## config.mk

```make
export PLATFORM = sky130hd
export DESIGN_NAME = ascii_coordinate_frame_parser_core
export DESIGN_NICKNAME = d
export VERILOG_FILES = /design/src/hw/rtl/ascf_pkg.sv /design/src/hw/rtl/ascf_parser.sv /design/src/hw/rtl/ascii_coordinate_frame_parser_core.sv
export SDC_FILE = /design/constraint.sdc
export NUM_CORES = 1
export LEC_CHECK = 0
export CORE_ASPECT_RATIO = 2
export CORE_UTILIZATION = 45
export DETAILED_ROUTE_END_ITERATION = 10
export DONT_BUFFER_PORTS = 1
export HOLD_SLACK_MARGIN = 0.08
export SLEW_MARGIN = 15
export SYNTH_ARGS = -nofsm -noshare
export SYNTH_HDL_FRONTEND = slang
export SYNTH_HIERARCHICAL = 1
export SYNTH_SLANG_ARGS = --single-unit
```

## constraint.sdc

```tcl
create_clock -name aclk -period 5.43 [get_ports aclk]
set_input_delay 0 -clock aclk [delete_from_list [all_inputs] [get_ports aclk]]
set_output_delay 0 -clock aclk [all_outputs]
set_load 0.01 [all_outputs]
```

## src/hw/rtl/ascf_pkg.sv

```systemverilog
// Shared types, constants and helper functions for the coordinate frame parser.
// No dependencies; used by ascf_parser and ascii_coordinate_frame_parser_core.
package ascf_pkg;

    localparam int BUF_BYTES = 32;
    localparam int CNT_W = $clog2(BUF_BYTES);

    localparam logic [7:0] CH_DOLLAR = 8'd36;
    localparam logic [7:0] CH_HASH   = 8'd35;
    localparam logic [7:0] CH_COMMA  = 8'd44;
    localparam logic [7:0] CH_PLUS   = 8'd43;
    localparam logic [7:0] CH_MINUS  = 8'd45;

    localparam int MAG_CAP = 32768;
    localparam int MARKER_W = 15;
    localparam logic [MARKER_W-1:0] LOST_MARKER_RESET = 15'd9999;

    typedef enum logic [7:0] {
        PH_IDLE  = 8'b0000_0001,
        PH_XPRE  = 8'b0000_0010,
        PH_XSIGN = 8'b0000_0100,
        PH_XDIG  = 8'b0000_1000,
        PH_YPRE  = 8'b0001_0000,
        PH_YSIGN = 8'b0010_0000,
        PH_YDIG  = 8'b0100_0000,
        PH_TAIL  = 8'b1000_0000
    } ascf_phase_t;

    typedef struct packed {
        logic signed [15:0] x_error;
        logic signed [15:0] y_error;
        logic               target_lost;
    } ascf_result_t;

    function automatic logic is_space(input logic [7:0] c);
        return c inside {8'd32, [8'd9:8'd13]};
    endfunction

    function automatic logic is_digit(input logic [7:0] c);
        return c inside {[8'd48:8'd57]};
    endfunction

    // mag * 10 + digit, clamped at the cap
    function automatic logic [15:0] acc_digit(input logic [15:0] mag, input logic [7:0] c);
        logic [19:0] m;
        m = 20'({mag, 3'b000}) + 20'({mag, 1'b0}) + 20'(c[3:0]);
        return (m > 20'(MAG_CAP)) ? 16'(MAG_CAP) : m[15:0];
    endfunction

    // Sign and clamp to 16-bit signed; magnitude never exceeds the cap
    function automatic logic signed [15:0] signed_value(input logic neg,
                                                        input logic [15:0] mag);
        logic [15:0] pos;
        pos = (mag > 16'd32767) ? 16'd32767 : mag;
        return neg ? $signed(16'(~mag + 16'd1)) : $signed(pos);
    endfunction

endpackage

```

## src/hw/rtl/ascf_parser.sv

```systemverilog
// Frame grammar state machine and number accumulators for the frame parser.
// Depends on ascf_pkg; one byte is consumed per cycle when step_en is high.
module ascf_parser (
    input  logic                          aclk,
    input  logic                          aresetn,
    input  logic                          step_en,
    input  logic [7:0]                    rx_byte,
    input  logic [ascf_pkg::MARKER_W-1:0] lost_marker,
    output logic                          res_valid,
    output ascf_pkg::ascf_result_t        res
);

    ascf_pkg::ascf_phase_t          phase_reg, phase_next;
    logic [ascf_pkg::CNT_W-1:0]     count_reg, count_next;
    logic                           x_neg_reg, x_neg_next;
    logic [15:0]                    x_mag_reg, x_mag_next;
    logic                           y_neg_reg, y_neg_next;
    logic [15:0]                    y_mag_reg, y_mag_next;

    logic signed [15:0] xv;
    logic signed [15:0] yv;
    logic               lost;

    assign xv   = ascf_pkg::signed_value(x_neg_reg, x_mag_reg);
    assign yv   = ascf_pkg::signed_value(y_neg_reg, y_mag_reg);
    assign lost = (xv == $signed({1'b0, lost_marker}))
               && (yv == $signed({1'b0, lost_marker}));

    always_comb begin
        phase_next = phase_reg;
        count_next = count_reg;
        x_neg_next = x_neg_reg;
        x_mag_next = x_mag_reg;
        y_neg_next = y_neg_reg;
        y_mag_next = y_mag_reg;
        res_valid  = 1'b0;
        res.x_error     = lost ? 16'sd0 : xv;
        res.y_error     = lost ? 16'sd0 : yv;
        res.target_lost = lost;

        if (rx_byte == ascf_pkg::CH_DOLLAR) begin
            // a start byte always opens a fresh frame
            phase_next = ascf_pkg::PH_XPRE;
            count_next = ascf_pkg::CNT_W'(1);
            x_neg_next = 1'b0;
            x_mag_next = '0;
            y_neg_next = 1'b0;
            y_mag_next = '0;
        end else if (phase_reg == ascf_pkg::PH_IDLE) begin
            // drop bytes outside a frame
        end else if (count_reg >= ascf_pkg::CNT_W'(ascf_pkg::BUF_BYTES - 1)) begin
            phase_next = ascf_pkg::PH_IDLE;
            count_next = '0;
        end else if (rx_byte == ascf_pkg::CH_HASH) begin
            phase_next = ascf_pkg::PH_IDLE;
            count_next = '0;
            res_valid  = (phase_reg == ascf_pkg::PH_YDIG) || (phase_reg == ascf_pkg::PH_TAIL);
        end else begin
            count_next = count_reg + 1'b1;
            case (phase_reg)
                ascf_pkg::PH_XPRE: begin
                    if (ascf_pkg::is_space(rx_byte)) begin
                    end else if (rx_byte == ascf_pkg::CH_PLUS || rx_byte == ascf_pkg::CH_MINUS) begin
                        x_neg_next = (rx_byte == ascf_pkg::CH_MINUS);
                        phase_next = ascf_pkg::PH_XSIGN;
                    end else if (ascf_pkg::is_digit(rx_byte)) begin
                        x_mag_next = ascf_pkg::acc_digit(x_mag_reg, rx_byte);
                        phase_next = ascf_pkg::PH_XDIG;
                    end else begin
                        phase_next = ascf_pkg::PH_IDLE;
                        count_next = '0;
                    end
                end
                ascf_pkg::PH_XSIGN: begin
                    if (ascf_pkg::is_digit(rx_byte)) begin
                        x_mag_next = ascf_pkg::acc_digit(x_mag_reg, rx_byte);
                        phase_next = ascf_pkg::PH_XDIG;
                    end else begin
                        phase_next = ascf_pkg::PH_IDLE;
                        count_next = '0;
                    end
                end
                ascf_pkg::PH_XDIG: begin
                    if (ascf_pkg::is_digit(rx_byte)) begin
                        x_mag_next = ascf_pkg::acc_digit(x_mag_reg, rx_byte);
                    end else if (rx_byte == ascf_pkg::CH_COMMA) begin
                        phase_next = ascf_pkg::PH_YPRE;
                    end else begin
                        phase_next = ascf_pkg::PH_IDLE;
                        count_next = '0;
                    end
                end
                ascf_pkg::PH_YPRE: begin
                    if (ascf_pkg::is_space(rx_byte)) begin
                    end else if (rx_byte == ascf_pkg::CH_PLUS || rx_byte == ascf_pkg::CH_MINUS) begin
                        y_neg_next = (rx_byte == ascf_pkg::CH_MINUS);
                        phase_next = ascf_pkg::PH_YSIGN;
                    end else if (ascf_pkg::is_digit(rx_byte)) begin
                        y_mag_next = ascf_pkg::acc_digit(y_mag_reg, rx_byte);
                        phase_next = ascf_pkg::PH_YDIG;
                    end else begin
                        phase_next = ascf_pkg::PH_IDLE;
                        count_next = '0;
                    end
                end
                ascf_pkg::PH_YSIGN: begin
                    if (ascf_pkg::is_digit(rx_byte)) begin
                        y_mag_next = ascf_pkg::acc_digit(y_mag_reg, rx_byte);
                        phase_next = ascf_pkg::PH_YDIG;
                    end else begin
                        phase_next = ascf_pkg::PH_IDLE;
                        count_next = '0;
                    end
                end
                ascf_pkg::PH_YDIG: begin
                    if (ascf_pkg::is_digit(rx_byte)) begin
                        y_mag_next = ascf_pkg::acc_digit(y_mag_reg, rx_byte);
                    end else begin
                        phase_next = ascf_pkg::PH_TAIL;
                    end
                end
                ascf_pkg::PH_TAIL: begin
                    // ignore everything up to the end byte
                end
                default: begin
                    phase_next = ascf_pkg::PH_IDLE;
                    count_next = '0;
                end
            endcase
        end
    end

    always_ff @(posedge aclk) begin
        if (!aresetn) begin
            phase_reg <= ascf_pkg::PH_IDLE;
            count_reg <= '0;
            x_neg_reg <= 1'b0;
            x_mag_reg <= '0;
            y_neg_reg <= 1'b0;
            y_mag_reg <= '0;
        end else if (step_en) begin
            phase_reg <= phase_next;
            count_reg <= count_next;
            x_neg_reg <= x_neg_next;
            x_mag_reg <= x_mag_next;
            y_neg_reg <= y_neg_next;
            y_mag_reg <= y_mag_next;
        end
    end

endmodule

```

## src/hw/rtl/ascii_coordinate_frame_parser_core.sv

```systemverilog
// Top level of the ASCII coordinate frame parser: input register, parser, result register.
// Depends on ascf_pkg and ascf_parser.
//
// Usage:
//   s_valid/s_ready/s_rx_byte carry one received byte per request. Frames look like
//   "$x,y#"; each complete frame yields one request on m_valid/m_ready with
//   m_x_error, m_y_error and m_target_lost. Bytes outside a frame, malformed
//   frames and frames that fill the buffer or run longer produce nothing.
//   cfg_we/cfg_wdata write the lost marker (reset 9999); write it only while idle.
// Result path: the closing '#' is accepted into the input register and waits there until the
//   parser can step; the parser then loads the result register, which raises m_valid.
// Throughput: one byte per cycle while m_ready is high; the limit is the single
//   parser state update per cycle between the input and result registers.
// Stall: when m_ready is low with a result waiting, the byte in the input register
//   holds and s_ready drops once that register is full; no byte is lost.
// Reset: aresetn low clears the valid bits of both registers, the parser returns to idle
//   outside any frame and the lost marker returns to 9999.
module ascii_coordinate_frame_parser_core (
    input  logic                          aclk,
    input  logic                          aresetn,
    input  logic                          s_valid,
    output logic                          s_ready,
    input  logic [7:0]                    s_rx_byte,
    output logic                          m_valid,
    input  logic                          m_ready,
    output logic signed [15:0]            m_x_error,
    output logic signed [15:0]            m_y_error,
    output logic                          m_target_lost,
    input  logic                          cfg_we,
    input  logic [ascf_pkg::MARKER_W-1:0] cfg_wdata
);

    logic                          in_valid_reg;
    logic [7:0]                    in_byte_reg;
    logic                          out_valid_reg;
    ascf_pkg::ascf_result_t        out_reg;
    logic [ascf_pkg::MARKER_W-1:0] marker_reg;

    logic                   step_en;
    logic                   res_valid;
    ascf_pkg::ascf_result_t res;

    // advance a byte only when the result slot is free or being drained
    assign step_en = in_valid_reg && (!out_valid_reg || m_ready);
    assign s_ready = !in_valid_reg || step_en;

    ascf_parser u_parser (
        .aclk        (aclk),
        .aresetn     (aresetn),
        .step_en     (step_en),
        .rx_byte     (in_byte_reg),
        .lost_marker (marker_reg),
        .res_valid   (res_valid),
        .res         (res)
    );

    always_ff @(posedge aclk) begin
        if (!aresetn) begin
            in_valid_reg <= 1'b0;
        end else if (s_ready) begin
            in_valid_reg <= s_valid;
        end
    end

    always_ff @(posedge aclk) begin
        if (s_ready && s_valid) begin
            in_byte_reg <= s_rx_byte;
        end
    end

    always_ff @(posedge aclk) begin
        if (!aresetn) begin
            out_valid_reg <= 1'b0;
        end else if (step_en) begin
            out_valid_reg <= res_valid;
        end else if (m_ready) begin
            out_valid_reg <= 1'b0;
        end
    end

    always_ff @(posedge aclk) begin
        if (step_en && res_valid) begin
            out_reg <= res;
        end
    end

    always_ff @(posedge aclk) begin
        if (!aresetn) begin
            marker_reg <= ascf_pkg::LOST_MARKER_RESET;
        end else if (cfg_we) begin
            marker_reg <= cfg_wdata;
        end
    end

    assign m_valid       = out_valid_reg;
    assign m_x_error     = out_reg.x_error;
    assign m_y_error     = out_reg.y_error;
    assign m_target_lost = out_reg.target_lost;

    // a result is only produced by the closing byte of a frame
    a_res_on_hash: assert property (@(posedge aclk) disable iff (!aresetn)
        (step_en && res_valid) |-> (in_byte_reg == ascf_pkg::CH_HASH))
        else $error("result raised on a byte other than the end marker");

    // a lost target always reports zero errors
    a_lost_zero: assert property (@(posedge aclk) disable iff (!aresetn)
        (m_valid && m_target_lost) |-> (m_x_error == 16'sd0 && m_y_error == 16'sd0))
        else $error("lost target with nonzero errors");

    // backpressure only while a byte is held
    a_ready_held: assert property (@(posedge aclk) disable iff (!aresetn)
        !s_ready |-> (in_valid_reg && out_valid_reg && !m_ready))
        else $error("input stalled without a held byte and a blocked result");

    // reset empties the result register
    a_reset_empty: assert property (@(posedge aclk)
        !aresetn |=> !m_valid)
        else $error("result valid right after reset");

endmodule

```

==> results of run 1 <==
## synthesized netlist by cell type (all sizes together) (19+ instances only)
master / number
nor2: 67
mux2i: 22
inv: 37
ha: 66
a21boi: 28
nand2: 76
xnor2: 23
o21ai: 69
a22o: 19
dfxtp: 64
a21oi: 82
nor3: 36
nand3: 35
clkbuf: 55
nor2b: 25
nor4: 21
edfxtp: 41
## cells by family after synthesis
| group | synth area share, % |
|---|---|
| simple gates | 23.7 |
| flops | 28.7 |
| mux | 2.77 |
| buf+inv | 5.07 |
| fa+ha+maj | 10.3 |
| xor+xnor | 3.70 |
| compound gates | 25.7 |
## through the flow
step	instances	instance area (um^2)	hold WS (ps)	utilization (%)
4_1_cts	1322	9680	122	51.1
3_5_place_dp	1258	8880	71.9	46.9
3_3_place_gp	1258	8880	68.7	46.9
5_1_grt	1322	9680	141	51.1
2_1_floorplan	1057	8750	98.9	-
6_report	1322	9680	126	51.1
## placed cells by master, fill, tap and decap left out, drive strengths merged, types with 25 or more instances in the layout
cell type and n:
o21ai 69, a21oi 82, a21boi 28, dlygate4sd3 48, inv 41, nand2 76
edfxtp 41, nor3 36, ha 66, nor2b 25, nand3 35, dfxtp 64
nor2 67
## layer usage
layer	vias up	GRT usage [%]
met5	-	0
met4	0	21.7
met3	95	2.52
met2	248	53.7
met1	3931	26.7
li1	4007	-
## area by class of cell
class                           instances  area (um^2)  share of cell area, %
Inverter                               37          139                   1.44
Multi-Input combinational cell        847         5810                   60.0
Tap cell                              255          319                   3.30
Sequential cell                       105         2510                   26.0
Clock buffer                           11          264                   2.73
Clock inverter                          4         30.0                  0.310
Timing Repair Buffer                   63          606                   6.26
## worst paths after layout
check | start | to | depth (start not counted)
worst min-delay path | s_valid | in_byte_reg[5] | 2
worst max register to register | in_byte_reg[3] | u_parser/y_mag_reg[7] | 13
worst max-delay path | in_byte_reg[3] | u_parser/y_mag_reg[7] | 13
worst min register to register | u_parser/count_reg[1] | u_parser/count_reg[1] | 2
## power by group
part,total (mW),switching [mW],internal (mW)
Clock,0.661,0.307,0.354
Combinational,0.0982,0.0415,0.0567
Sequential,0.846,0.0225,0.823
Total,1.60,0.371,1.23
==> flow_summary.yaml, run 1 <==
outcome:
  status: "finished clean"
place:
  gp_congestion: 0.893
  pre_cts_ws_ps: 919
  io_buffers: 0
  hpwlAfterDp_um: 20900
timing:
  finalCritPeriodShare_pct: 83.5
  max-slew-margin-rel_pct: 29.0
  worst_pin_slew_ps: 1060
  skew_ps: 11.8
  setup-tns-final_ps: 0
  fmax_ghz: 0.220
  layout_setup_ws_ps: 894
  slew_viol_final: 0
  rsz0062_at_grt: "no"
  finalSetupViolations: 0
  hold_violations: 0
  period_minus_slack_ps: 4540
global_routing:
  antenna_found_initial: 0
  grt_max_degree: 41
  grt_pass1_wl_um: 42800
  grt_usage_pct: 28.0
  grt_pass1_vias: 8115
  globalRoute.totalOverflow: 0
setup_path:
  slowest_stage: "fa_1"
  cp-start-kind: "flip-flop"
  path_max_fanout: 11
  crit_buf_inv: 3
  r2r_slack_ps: 890
  arrival_ps: 4830
  path_delay_family: "simple AND/OR/NAND/NOR gates"
  cp-end-kind: "flip-flop"
  worst-setup-path-type: "flip-flop to flip-flop"
  crit_chain: "inv_1, fa_1, inv_1, ha_1, a211oi_1, o31ai_1, xor2_1, nor4_1, or4b_2, or4_1, a211oi_1, buf_4, a22o_1"
  crit_required_ps: 5730
  slowest_delay_ps: 640
yosys:
  synth_area_um2: 8750
  synth_warnings: 6
  syn_nets: 1155
  yosys.area.top_type_share_pct: 14.6
  syn_area_per_cell_um2: 8.28
  synth.distinct_cells: 83
  syn_inst: 1057
  synth-seq-cells: 105
  ys_seq_area_share_pct: 28.7
  synthArstFlopShare_pct: 0
  synth-edff-count: 41
  synthTopCellsByArea: "dfxtp_1 15%, edfxtp_1 14%, ha_1 9.4%"
  ys.flop_type: "dfxtp_1"
  yosys.area.top_type: "dfxtp_1"
pwr:
  pwr_density_cell_nw_per_um2: 166
  total_power_mw: 1.60
  power.leakage_nw: 3.81
  ir_drop_v: 0.000116
finish:
  syn2layout_area_growth_pct: 10.5
  drive_gt1_share_pct: 5.62
  finalNetCount: 1161
  antenna_cells: 0
  fillers: 1851
floorplanning:
  start_util_pct: 46.3
  num_rows: 71
  dieArea_um2: 20100
  io_pins: 63
  core_um2: 18900
  die-height_um: 199
  die_x_um: 101
flow_run:
  max-cap-violations: 0
clock_tree:
  cts_setup_buffers: 0
  clock_latency_ps: 350
  clk_pin_slew_worst_paths_ps: 70
  clockBufferDepth: 2
  clock_sinks: 105
  cts_tree: "done"
  ctsHoldBuffers: 49
  cts_max_level: 3
  cts-resized-gates: 0
  cts_buffers: 9
  clock-root-buffer: "clkbuf_16"
route:
  detail_route.wl_per_cell_um: 20.7
  wl_met1_um: 9560
  via_count: 8281
  maxUsedRoutingLayer: "met4"
  drc: 0
  drt_wl_total_um: 27300
  ant_nets: 0
  viasPerCell: 6.26
  first_pass_iters: 5
  wl_met3_um: 794
  drtIter0Drc: 544
  wl_met2_um: 14800
min_path:
  hp-class: "input pin to flip-flop"
No activity file was read; power rests on OpenSTA's default activity.
==> run 2: changes to the inputs <==
- clock period: 5.43 -> 3.73 ns (I/O delays scaled with it)
==> run 2 against run 1 <==
Against the previous run:
- the flow now finishes with violations (setup timing)
- sequential share of layout area fell by 1.8 points
- clock-buffer cell count rose by 3
- routed wire length rose by 4.3%
- clock skew down 1.4 ps
- final cell count rose by 5.4%
- register-to-register slack got worse by 960 ps
- maximum frequency up 19%
- critical path depth is the same
- die area is the same
- utilization is 3.8 points higher
- critical endpoint is now u_parser/y_mag_reg[8]
- highest routed layer unchanged
==> flow_summary.yaml, run 2 (same netlist as run 1, synthesis figures left out) <==
outcome:
  status: "complete, but fails checks"
  violations: "setup timing"
timing:
  hold_violations: 0
  skew_ps: 10.4
  slew_viol_final: 0
  finalCritPeriodShare_pct: 102
  finalSetupViolations: 11
  layout_setup_ws_ps: -67.8
  fmax_ghz: 0.263
  max-slew-margin-rel_pct: 59.5
  worst_pin_slew_ps: 603
  hold_slack_ps: 93.0
  period_minus_slack_ps: 3800
  rsz0062_at_grt: "yes"
floorplanning:
  num_rows: 71
  dieArea_um2: 20100
  core_um2: 18900
  start_util_pct: 46.3
  io_pins: 63
  die_x_um: 101
  die-height_um: 199
setup_path:
  reg2reg_to: "u_parser/y_mag_reg[8]"
  slowest_delay_ps: 610
  r2r_slack_ps: -70
  crit_chain: "inv_2, fa_2, inv_2, ha_4, a211oi_4, o31ai_4, xor2_1, nor4_1, or4b_4, or4_4, a211oi_4, buf_6, a22o_1"
  path_max_fanout: 6
  cp-end-kind: "flip-flop"
  r2r_cells: 13
  crit_required_ps: 4040
  worst-setup-path-type: "flip-flop to flip-flop"
  worstSetupStartpoint: "in_byte_reg[3]"
  arrival_ps: 4110
  path_delay_family: "simple AND/OR/NAND/NOR gates"
  cp-start-kind: "flip-flop"
  slowest_stage: "fa_2"
  crit_buf_inv: 3
  reg2reg_from: "in_byte_reg[3]"
finish:
  finalNetCount: 1231
  fillers: 1799
  multiInputGateArea_um2: 5970
  final_cell_mix: "81 x buf_4, 80 x a21oi_1, 76 x nand2_1"
  seqCellArea_um2: 2510
  drive_gt1_share_pct: 13.6
  syn2layout_area_growth_pct: 18.7
  final_common_cell: "buf_4"
  antenna_cells: 0
clock_tree:
  clock_latency_ps: 370
  cts_max_level: 3
  clock_sinks: 105
  cts_tree: "done"
  clock-root-buffer: "clkbuf_16"
  clockBufferDepth: 2
  clk_pin_slew_worst_paths_ps: 70
  cts_buffers: 9
route:
  ant_nets: 0
  detail_route.wl_per_cell_um: 20.5
  first_pass_iters: 7
  drc: 0
  drt_wl_total_um: 28500
  drtIter0Drc: 413
  via_count: 8627
  viasPerCell: 6.19
pwr:
  pwr_density_cell_nw_per_um2: 231
  power.leakage_nw: 4.18
  ir_drop_v: 0.000177
  total_power_mw: 2.40
place:
  gp_congestion: 0.940
  io_buffers: 0
  hpwlAfterDp_um: 22000
min_path:
  worstHoldEndpoint: "in_byte_reg[3]"
  min_delay_path_depth: 2
  hold_path_startpoint: "s_valid"
  hp-class: "input pin to flip-flop"
global_routing:
  grt_usage_pct: 29.6
  grt_max_degree: 41
  antenna_found_initial: 0
  grt_pass1_vias: 8644
  grt_pass1_wl_um: 45000
  globalRoute.totalOverflow: 0
flow_run:
  max-cap-violations: 0
==> run 2: cell count changes in the layout (fill, tap and decap cells not counted), moves of 4 or more <==
cell     change
buf_4       +67
inv_2        +5
inv_1        -5
o21ai_1      +4
o21ai_0      -4
==> run 2: report_power, final <==
group | switching (mW) | internal (mW) | leakage (nW)
registers | 0.0273 | 1.20 | 0.880
logic | 0.0721 | 0.0936 | 3.16
clock network | 0.428 | 0.581 | 0.148
==> run 2: worst max-delay path by stage <==
stage | endpoint | cells past startpoint | slack, ps
finish | u_parser/y_mag_reg[8] | 13 | -70
global route | u_parser/y_mag_reg[1] | 11 | -170
CTS | u_parser/y_mag_reg[2] | 12 | -60
detailed placement | u_parser/x_mag_reg[11] | 14 | -30
global placement | u_parser/x_mag_reg[13] | 14 | -2
floorplan | u_parser/y_mag_reg[2] | 12 | 20
==> run 2: stage by stage <==
stage               TNS [ps]  util, %  setup WS, ps  cell area, um^2  std cells
finish                  -594     54.9         -67.8            10400       1393
global route           -1770     54.9          -169            10400       1393
global placement       -2.00     49.4         -2.00             9340       1316
CTS                     -498     53.8         -55.1            10200       1384
floorplan                  0        -          19.5             8800       1057
detailed placement      -129     49.4         -33.7             9340       1316
==> run 2: cell type report <==
class	count	share of cell area (%)
clock inverter	2	0.361
clock buffer	14	2.65
timing repair buffer	133	11.0
inverter	37	1.34
multi-input combinational	847	57.4
tap	255	3.07
sequential	105	24.2
==> run 2: layer usage <==
metal	GRT usage (%)	wire length, um	vias up	share of wire, %
met1	27.1	9510	4109	33
li1	-	-	4154	-
met4	21.6	2090	0	7.3
met5	0	0	-	0
met2	57.5	15900	257	56
met3	4.34	990	107	3.5
==> run 2: worst register-to-register path, delay by kind of cell (launching register included) <==
kind / cells / cell delay (ps)
AOI/OAI and AO/OA: 4 / 830
adders and majority gates: 2 / 820
DFF: 1 / 360
buffers and inverters: 3 / 290
and+or+nand+nor: 3 / 1270
xor gates and xnor gates: 1 / 180
==> run 2: what timing repair did <==
item / CTS / global route
endpoints found under the hold margin: 45 / 0
gates resized for setup: 4 / 31
buffers inserted: 2 / 9
pin swaps: 3 / 29
hold buffers: 49 / 0
setup endpoints to repair: 28 / 59
gates cloned: 1 / 0
